## src/rtl/core/lae_pkg.sv

```systemverilog
// lae_pkg: shared types and constants of the linear adsr envelope generator
// used by lae_ctrl, lae_dp and linear_adsr_envelope; no dependencies
package lae_pkg;

  localparam int Q_BITS    = 16;
  localparam int CFG_AW    = 3;
  localparam int DIV_STEPS = Q_BITS;
  localparam int CNT_W     = $clog2(DIV_STEPS);

  localparam logic [Q_BITS-1:0] FULL_SCALE    = 16'd32768;
  localparam logic [Q_BITS-1:0] SUSTAIN_RESET = 16'd16384;

  // configuration register indexes
  localparam logic [CFG_AW-1:0] REG_ATTACK  = 3'd0;
  localparam logic [CFG_AW-1:0] REG_DECAY   = 3'd1;
  localparam logic [CFG_AW-1:0] REG_RELEASE = 3'd2;
  localparam logic [CFG_AW-1:0] REG_NOTE    = 3'd3;
  localparam logic [CFG_AW-1:0] REG_SUSTAIN = 3'd4;

  typedef enum logic [1:0] {
    PH_ATTACK  = 2'd0,
    PH_DECAY   = 2'd1,
    PH_SUSTAIN = 2'd2,
    PH_RELEASE = 2'd3
  } phase_t;

  typedef enum logic [2:0] {
    ST_IDLE,
    ST_SETUP,
    ST_MUL,
    ST_LOAD,
    ST_DIV,
    ST_DONE
  } ctrl_state_t;

  typedef struct packed {
    logic accept;
    logic setup;
    logic mul;
    logic load;
    logic div_step;
    logic out_load;
  } cmd_t;

  typedef struct packed {
    logic out_free;
  } status_t;

endpackage

```

## src/rtl/core/linear_adsr_envelope.sv

```systemverilog
// Linear attack/decay/sustain/release envelope generator. Each input word is one
// sample tick (bit 0 restarts the note at index zero) and yields one output word:
// the Q1.15 amplitude (32768 is full scale), the segment, a last-sample flag and an
// error flag raised when the note is shorter than the three ramps together. Segment
// lengths are in samples. From acceptance to the result being offered, a sample passes
// through accept, segment select, multiply, divider load, the restoring divider that
// yields one quotient bit per cycle, and the hand-off to the output register, which
// waits until that register is free. The next sample is taken while a result still
// waits on the output side. Configuration must be written only while no sample is in
// flight; the block itself does not enforce this.
// Depends on lae_pkg, lae_ctrl and lae_dp.
module linear_adsr_envelope #(
  parameter int LEN_BITS = 16
) (
  input  logic                        clk,
  input  logic                        rst_n,
  input  logic                        cfg_we,
  input  logic [lae_pkg::CFG_AW-1:0]  cfg_addr,
  input  logic [15:0]                 cfg_wdata,
  input  logic                        in_tvalid,
  output logic                        in_tready,
  input  logic [7:0]                  in_tdata,   // [0] restart
  output logic                        out_tvalid,
  input  logic                        out_tready,
  output logic [15:0]                 out_tdata,  // [15:0] amplitude
  output logic [2:0]                  out_tuser,  // [1:0] phase, [2] error
  output logic                        out_tlast   // last sample of the note
);
  import lae_pkg::*;

  cmd_t    cmd;
  status_t status;

  lae_ctrl u_ctrl (
    .clk       (clk),
    .rst_n     (rst_n),
    .in_tvalid (in_tvalid),
    .in_tready (in_tready),
    .status    (status),
    .cmd       (cmd)
  );

  lae_dp #(
    .LEN_BITS (LEN_BITS)
  ) u_dp (
    .clk        (clk),
    .rst_n      (rst_n),
    .cfg_we     (cfg_we),
    .cfg_addr   (cfg_addr),
    .cfg_wdata  (cfg_wdata),
    .in_restart (in_tdata[0]),
    .cmd        (cmd),
    .status     (status),
    .out_tvalid (out_tvalid),
    .out_tready (out_tready),
    .out_tdata  (out_tdata),
    .out_tuser  (out_tuser),
    .out_tlast  (out_tlast)
  );

`ifndef SYNTHESIS
  a_amp_range: assert property (@(posedge clk) disable iff (!rst_n)
    out_tvalid |-> out_tdata <= FULL_SCALE)
    else $error("amplitude above full scale");

  a_err_zero: assert property (@(posedge clk) disable iff (!rst_n)
    out_tvalid && out_tuser[2] |-> out_tdata == '0 && out_tuser[1:0] == PH_ATTACK)
    else $error("error word with nonzero amplitude or phase");

  a_load_free: assert property (@(posedge clk) disable iff (!rst_n)
    cmd.out_load |-> status.out_free)
    else $error("output register overwritten");

  a_one_in_flight: assert property (@(posedge clk) disable iff (!rst_n)
    cmd.accept |=> !in_tready && cmd.setup)
    else $error("sample accepted without entering setup");
`endif

endmodule

```

## src/rtl/core/lae_ctrl.sv

```systemverilog
// lae_ctrl: sequencer of the envelope generator, one sample at a time
// depends on lae_pkg; drives lae_dp through cmd_t, reads status_t
module lae_ctrl (
  input  logic              clk,
  input  logic              rst_n,
  input  logic              in_tvalid,
  output logic              in_tready,
  input  lae_pkg::status_t  status,
  output lae_pkg::cmd_t     cmd
);
  import lae_pkg::*;

  ctrl_state_t           state_r, state_nxt;
  logic [CNT_W-1:0]      cnt_r, cnt_nxt;

  always_ff @(posedge clk) begin
    if (!rst_n) begin
      state_r <= ST_IDLE;
      cnt_r   <= '0;
    end else begin
      state_r <= state_nxt;
      cnt_r   <= cnt_nxt;
    end
  end

  always_comb begin
    cnt_nxt = cnt_r;
    if (state_r == ST_LOAD) begin
      cnt_nxt = '0;
    end else if (state_r == ST_DIV) begin
      cnt_nxt = cnt_r + 1'b1;
    end
  end

  // next state
  always_comb begin
    state_nxt = state_r;
    unique case (state_r)
      ST_IDLE: begin
        if (in_tvalid) state_nxt = ST_SETUP;
      end
      ST_SETUP: state_nxt = ST_MUL;
      ST_MUL:   state_nxt = ST_LOAD;
      ST_LOAD:  state_nxt = ST_DIV;
      ST_DIV: begin
        if (cnt_r == CNT_W'(DIV_STEPS - 1)) state_nxt = ST_DONE;
      end
      ST_DONE: begin
        if (status.out_free) state_nxt = ST_IDLE;
      end
      default: state_nxt = ST_IDLE;
    endcase
  end

  // outputs
  always_comb begin
    cmd          = '0;
    in_tready    = 1'b0;
    unique case (state_r)
      ST_IDLE: begin
        in_tready  = 1'b1;
        cmd.accept = in_tvalid;
      end
      ST_SETUP: cmd.setup    = 1'b1;
      ST_MUL:   cmd.mul      = 1'b1;
      ST_LOAD:  cmd.load     = 1'b1;
      ST_DIV:   cmd.div_step = 1'b1;
      ST_DONE:  cmd.out_load = status.out_free;
      default: begin
        in_tready = 1'b0;
      end
    endcase
  end

endmodule

```

## src/rtl/core/lae_dp.sv

```systemverilog
// lae_dp: datapath of the envelope generator: config registers, note index,
// segment select, ramp multiply, restoring divider and output register; uses lae_pkg
module lae_dp #(
  parameter int LEN_BITS = 16
) (
  input  logic                        clk,
  input  logic                        rst_n,
  input  logic                        cfg_we,
  input  logic [lae_pkg::CFG_AW-1:0]  cfg_addr,
  input  logic [15:0]                 cfg_wdata,
  input  logic                        in_restart,
  input  lae_pkg::cmd_t               cmd,
  output lae_pkg::status_t            status,
  output logic                        out_tvalid,
  input  logic                        out_tready,
  output logic [15:0]                 out_tdata,
  output logic [2:0]                  out_tuser,
  output logic                        out_tlast
);
  import lae_pkg::*;

  localparam int LB = LEN_BITS;
  localparam int PW = LB + Q_BITS;

  // configuration
  logic [LB-1:0]     attack_r, decay_r, release_r, note_r;
  logic [Q_BITS-1:0] sustain_r;
  logic [31:0]       wd32;

  assign wd32 = {16'b0, cfg_wdata};

  always_ff @(posedge clk) begin
    if (!rst_n) begin
      attack_r  <= '0;
      decay_r   <= '0;
      release_r <= '0;
      note_r    <= LB'(1);
      sustain_r <= SUSTAIN_RESET;
    end else if (cfg_we) begin
      unique case (cfg_addr)
        REG_ATTACK:  attack_r  <= wd32[LB-1:0];
        REG_DECAY:   decay_r   <= wd32[LB-1:0];
        REG_RELEASE: release_r <= wd32[LB-1:0];
        REG_NOTE:    note_r    <= wd32[LB-1:0];
        REG_SUSTAIN: sustain_r <= cfg_wdata;
        default: ;
      endcase
    end
  end

  logic [LB-1:0]     n_eff;
  logic [Q_BITS-1:0] s_sat;

  assign n_eff = (note_r == '0) ? LB'(1) : note_r;
  assign s_sat = (sustain_r > FULL_SCALE) ? FULL_SCALE : sustain_r;

  // note index, taken and advanced when a word is accepted
  logic [LB-1:0] index_r, index_nxt;
  logic [LB-1:0] idx, i_acc;
  logic [LB:0]   inc;
  logic [LB-1:0] i_r;
  logic          last_r;

  assign idx   = in_restart ? '0 : index_r;
  assign i_acc = (idx >= n_eff) ? '0 : idx;
  assign inc   = {1'b0, i_acc} + 1'b1;

  always_comb begin
    index_nxt = index_r;
    if (cmd.accept) begin
      index_nxt = (inc >= {1'b0, n_eff}) ? '0 : inc[LB-1:0];
    end
  end

  always_ff @(posedge clk) begin
    if (!rst_n) begin
      index_r <= '0;
    end else begin
      index_r <= index_nxt;
    end
  end

  always_ff @(posedge clk) begin
    if (cmd.accept) begin
      i_r    <= i_acc;
      last_r <= (i_acc == n_eff - 1'b1);
    end
  end

  // segment select
  logic [LB:0]       sum_ad;
  logic [LB+1:0]     sum_adr;
  logic [LB-1:0]     n_rel;
  logic              err_c, sub_c;
  phase_t            phase_c;
  logic [Q_BITS-1:0] base_c, delta_c;
  logic [LB-1:0]     x_c, len_c;

  assign sum_ad  = {1'b0, attack_r} + {1'b0, decay_r};
  assign sum_adr = {1'b0, sum_ad} + {2'b0, release_r};
  assign n_rel   = n_eff - release_r;
  assign err_c   = {2'b0, n_eff} < sum_adr;

  always_comb begin
    phase_c = PH_ATTACK;
    base_c  = '0;
    sub_c   = 1'b0;
    delta_c = '0;
    x_c     = '0;
    len_c   = LB'(1);
    priority if (err_c) begin
      phase_c = PH_ATTACK;
    end else if (i_r < attack_r) begin
      phase_c = PH_ATTACK;
      delta_c = FULL_SCALE;
      x_c     = i_r;
      len_c   = attack_r;
    end else if ({1'b0, i_r} < sum_ad) begin
      phase_c = PH_DECAY;
      base_c  = FULL_SCALE;
      sub_c   = 1'b1;
      delta_c = FULL_SCALE - s_sat;
      x_c     = i_r - attack_r;
      len_c   = decay_r;
    end else if (i_r < n_rel) begin
      phase_c = PH_SUSTAIN;
      base_c  = s_sat;
      sub_c   = 1'b1;
    end else begin
      phase_c = PH_RELEASE;
      base_c  = s_sat;
      sub_c   = 1'b1;
      delta_c = s_sat;
      x_c     = i_r - n_rel;
      len_c   = release_r;
    end
  end

  logic              err_r, sub_r;
  phase_t            phase_r;
  logic [Q_BITS-1:0] base_r, delta_r;
  logic [LB-1:0]     x_r, len_r;

  always_ff @(posedge clk) begin
    if (cmd.setup) begin
      err_r   <= err_c;
      sub_r   <= sub_c;
      phase_r <= phase_c;
      base_r  <= base_c;
      delta_r <= delta_c;
      x_r     <= x_c;
      len_r   <= len_c;
    end
  end

  // ramp product, then delta*x/len one quotient bit per cycle;
  // the quotient stays below delta, so the top LB bits start below len
  logic [PW-1:0]     prod_r;
  logic [LB-1:0]     rem_r;
  logic [Q_BITS-1:0] quo_r;
  logic [LB:0]       rem_sh, rem_diff;
  logic              rem_ge;

  assign rem_sh   = {rem_r, quo_r[Q_BITS-1]};
  assign rem_ge   = rem_sh >= {1'b0, len_r};
  assign rem_diff = rem_sh - {1'b0, len_r};

  always_ff @(posedge clk) begin
    if (cmd.mul) begin
      prod_r <= {{LB{1'b0}}, delta_r} * {{Q_BITS{1'b0}}, x_r};
    end
    if (cmd.load) begin
      rem_r <= prod_r[PW-1:Q_BITS];
      quo_r <= prod_r[Q_BITS-1:0];
    end else if (cmd.div_step) begin
      rem_r <= rem_ge ? rem_diff[LB-1:0] : rem_sh[LB-1:0];
      quo_r <= {quo_r[Q_BITS-2:0], rem_ge};
    end
  end

  logic [Q_BITS-1:0] amp_c;

  assign amp_c = sub_r ? (base_r - quo_r) : (base_r + quo_r);

  // output register
  logic              out_valid_r;
  logic [Q_BITS-1:0] out_amp_r;
  phase_t            out_phase_r;
  logic              out_last_r, out_err_r;

  always_ff @(posedge clk) begin
    if (!rst_n) begin
      out_valid_r <= 1'b0;
    end else if (cmd.out_load) begin
      out_valid_r <= 1'b1;
    end else if (out_tready) begin
      out_valid_r <= 1'b0;
    end
  end

  always_ff @(posedge clk) begin
    if (cmd.out_load) begin
      out_amp_r   <= amp_c;
      out_phase_r <= phase_r;
      out_last_r  <= last_r;
      out_err_r   <= err_r;
    end
  end

  assign status.out_free = !out_valid_r || out_tready;
  assign out_tvalid      = out_valid_r;
  assign out_tdata       = out_amp_r;
  assign out_tuser       = {out_err_r, out_phase_r};
  assign out_tlast       = out_last_r;

endmodule

```

## config.mk

```make
export PLATFORM = sky130hd
export DESIGN_NAME = linear_adsr_envelope
export DESIGN_NICKNAME = d
export VERILOG_FILES = /design/src/rtl/core/lae_pkg.sv /design/src/rtl/core/linear_adsr_envelope.sv /design/src/rtl/core/lae_ctrl.sv /design/src/rtl/core/lae_dp.sv
export SDC_FILE = /design/constraint.sdc
export NUM_CORES = 1
export LEC_CHECK = 0
export BUFFER_PORTS_ARGS = -buffer_cell sky130_fd_sc_hd__buf_2
export CAP_MARGIN = 20
export CORE_ASPECT_RATIO = 1.4
export CORE_MARGIN = 2
export CORE_UTILIZATION = 35
export DETAILED_ROUTE_END_ITERATION = 10
export PLACE_DENSITY = 0.59
export SLEW_MARGIN = 5
export SYNTH_ARGS = -nofsm -noshare
export SYNTH_HDL_FRONTEND = slang
export SYNTH_SLANG_ARGS = --single-unit
```

## constraint.sdc

```tcl
create_clock -name clk -period 8.4 [get_ports clk]
set_clock_uncertainty 0.1 [all_clocks]
set_input_delay 1.26 -clock clk [delete_from_list [all_inputs] [get_ports clk]]
set_output_delay 1.26 -clock clk [all_outputs]
set_load 0.005 [all_outputs]
```

==> results.toml <==
[route]
via_per_inst = 5.22
wl_per_cell_um = 18.1
drc = 0
ant_nets = 0
drt_wl_total_mm = 71.8
dr_total_vias = 20700
drt_iter0_drc = 944
dr.pass1.iters = 5

[critical_path]
r2r_cells = 25
cp-start-kind = "flop"
critPathSlowestCell = "or4_4"
rr_endpoint = "u_dp.index_r[13]$_SDFFE_PN0P_"
required_ns = 8.79
r2r_setup_slack_ns = 1.03
cp_max_fo = 13
worst_setup_path_end_kind = "flop"
max_stage_delay_ns = 0.59
critPathKind = "reg2reg"
reg2reg_from = "u_dp.note_r[4]$_SDFFE_PN0P_"
cp.arrival_ns = 7.76
cp_common_cell = "ha_1"

[floorplanning]
num_rows = 120
die_w_um = 238
initial_utilization_pct = 35.2
core_area_um2 = 76100
die_h_um = 331
pin_count = 54
die_area_um2 = 78800

[layout]
finalNetCount = 3477
design_area_um2 = 29000
drive_gt1_share_pct = 5.76
largest_reg_flops = 32
largest_register = "u_dp.prod_r"
syn_to_final_growth_pct = 8.21

[global_routing]
grt_max_degree = 106
grt_pass1_vias = 21200
grt_first_pass_wirelength_mm = 115
grt_use_total_pct = 18.4
overflow = 0
antenna_found_initial = 0

[yosys]
synth_warnings = 0
synth_edf_count = 169
syn_area_per_cell_um2 = 8.98
syn_area_um2 = 26800
syn_inst = 2984
async_flop_share_pct = 0
synth_cell_type_count = 80
syn_nets = 3498
ys_ff_latch = 273
ys.flop_type = "edfxtp_1"
synth-seq-area-share_pct = 26.7

[timing]
relSlewSlack_pct = 34.1
hold_violations = 0
worst_pin_slew_ns = 0.989
period_needed_ns = 7.37
finalSetupTns_ns = 0
max_freq_ghz = 0.136
slew_viol_final = 0
fin_crit_sh_pct = 87.7
rsz0062_at_grt = "false"
setup_viol = 0

[placed_design]
io_buffers = 46
dpl_cell_area_um2 = 28000
gp_congestion = 0.861
place.detailed.hpwl_mm = 56.6

[power]
swShare_pct = 48.0
pwr-share-clk_pct = 10.0
switching_power_mw = 6.46
p_int_mw = 7.00
p_leak_nw = 12.2
p_comb_share_pct = 72.7
p_seq_share_pct = 17.2
ir_drop_mv = 0.578
pwr_density_cell_nw_per_um2 = 465

[clock_network]
path_clk_slew_ns = 0.07
cts_buffers = 28
cts_tree = "yes"
post_cts_resized = 0
clockBufferDepth = 3
cts_setup_buffers = 0
htree_levels = 1
cts_sinks = 273
cts_hold_buf = 0
clock_latency_ns = 0.61
root_buffer = "clkbuf_16"

[flow_run]
maxCapViolations = 0

[status]
status = "finished clean"

[hold_path]
min_from = "u_dp.err_r$_DFFE_PP_"
min_path_type = "reg2reg"
holdPathStages = 0
worstHoldEndpoint = "u_dp.out_err_r$_DFFE_PP_"
==> cell families (layout without fill, tap and decap cells) <==
kind of cell / count (synthesis) / count (layout) / share of synthesized area (%)
DFF: 273 / 273 / 26.7
xor gates and xnor gates: 170 / 170 / 5.56
other: 0 / 1 / 0
AOI/OAI and AO/OA: 559 / 559 / 14.2
adders and majority gates: 482 / 482 / 28.1
muxes: 24 / 24 / 0.972
buffers and inverters: 492 / 493 / 6.97
and+or+nand+nor: 984 / 984 / 17.5
==> critical path, delay by kind of cell (launching register included) <==
family / cells / cell delay [ns]
fa+ha+maj: 3 / 0.80
compound gates: 12 / 3.39
simple gates: 8 / 2.16
flops: 1 / 0.41
buf+inv: 1 / 0.17
xor+xnor: 1 / 0.22
==> how the worst max path moves through the flow <==
stage | from | end
after floorplan | u_dp.delta_r[13]$_SDFFCE_PP0P_ | u_dp.prod_r[31]$_DFFE_PP_
after global placement | u_dp.note_r[4]$_SDFFE_PN0P_ | u_dp.index_r[13]$_SDFFE_PN0P_
after detailed placement | u_dp.note_r[4]$_SDFFE_PN0P_ | u_dp.index_r[11]$_SDFFE_PN0P_
after CTS | u_dp.note_r[4]$_SDFFE_PN0P_ | u_dp.index_r[13]$_SDFFE_PN0P_
after global routing | u_dp.note_r[4]$_SDFFE_PN0P_ | u_dp.index_r[13]$_SDFFE_PN0P_
final | u_dp.note_r[4]$_SDFFE_PN0P_ | u_dp.index_r[13]$_SDFFE_PN0P_
==> stage by stage <==
| step | worst slack, ns | hold WS [ns] | std cells | power [mW] | util [%] |
|---|---|---|---|---|---|
| after floorplan | 2.03 | 0.300 | 2984 | 9.68 | - |
| after global placement | 1.13 | 0.303 | 3909 | 12.1 | 36.8 |
| after detailed placement | 1.10 | 0.305 | 3909 | 12.1 | 36.8 |
| after CTS | 0.989 | 0.318 | 3961 | 13.7 | 38.1 |
| after global routing | 0.671 | 0.329 | 3961 | 15.1 | 38.1 |
| final | 1.03 | 0.315 | 3962 | 13.5 | 38.1 |
==> per-layer routing <==
layer | global-route usage, % | wire length, um | up-vias
li1 | - | - | 10100
met1 | 20.5 | 28000 | 10100
met2 | 35.9 | 39100 | 367
met3 | 1.28 | 1820 | 131
met4 | 6.96 | 2880 | 0
met5 | 0 | 0 | -
==> layout make-up <==
type	instances	area (um^2)
sequential	273	7160
fill	7645	47100
clock buffer	29	704
inverter	367	1380
clock inverter	23	289
tap	976	1220
multi-input combinational	2219	17800
antenna	1	2.50
timing repair buffer	74	440
==> cell usage after synthesis, types with 48 or more instances <==
| cell | instances | share of area [%] |
|---|---|---|
| a21boi_0 | 87 | 2.4 |
| a21oi_1 | 140 | 2.6 |
| and2_1 | 97 | 2.3 |
| clkbuf_1 | 113 | 1.6 |
| dfxtp_1 | 104 | 7.8 |
| edfxtp_1 | 169 | 19 |
| fa_1 | 201 | 15 |
| ha_1 | 281 | 13 |
| inv_1 | 367 | 5.1 |
| nand2_1 | 410 | 5.7 |
| nor2_1 | 172 | 2.4 |
| nor2b_1 | 48 | 1.1 |
| nor3_1 | 60 | 1.1 |
| o21ai_0 | 79 | 1.5 |
| xnor2_1 | 118 | 3.9 |
| xor2_1 | 52 | 1.7 |
==> power by group through the flow <==
stage / combinational, mW / clock (mW) / sequential [mW]
after floorplan: 7.47 / 0 / 2.20
after CTS: 9.95 / 1.38 / 2.32
after global placement: 9.78 / 0 / 2.35
after global routing: 11.3 / 1.42 / 2.34
final: 9.79 / 1.35 / 2.32
after detailed placement: 9.75 / 0 / 2.35
==> layout by cell type, fill, tap and decap left out, types with 87 or more instances in the layout <==
| cell type | netlist | routed |
|---|---|---|
| a21boi_0 | 87 | 87 |
| fa_1 | 201 | 201 |
| inv_1 | 367 | 367 |
| a21oi_1 | 140 | 140 |
| dfxtp_1 | 104 | 104 |
| nand2_1 | 410 | 409 |
| xnor2_1 | 118 | 118 |
| edfxtp_1 | 169 | 169 |
| ha_1 | 281 | 281 |
| and2_1 | 97 | 97 |
| nor2_1 | 172 | 171 |
No activity file was read; power rests on OpenSTA's default activity.
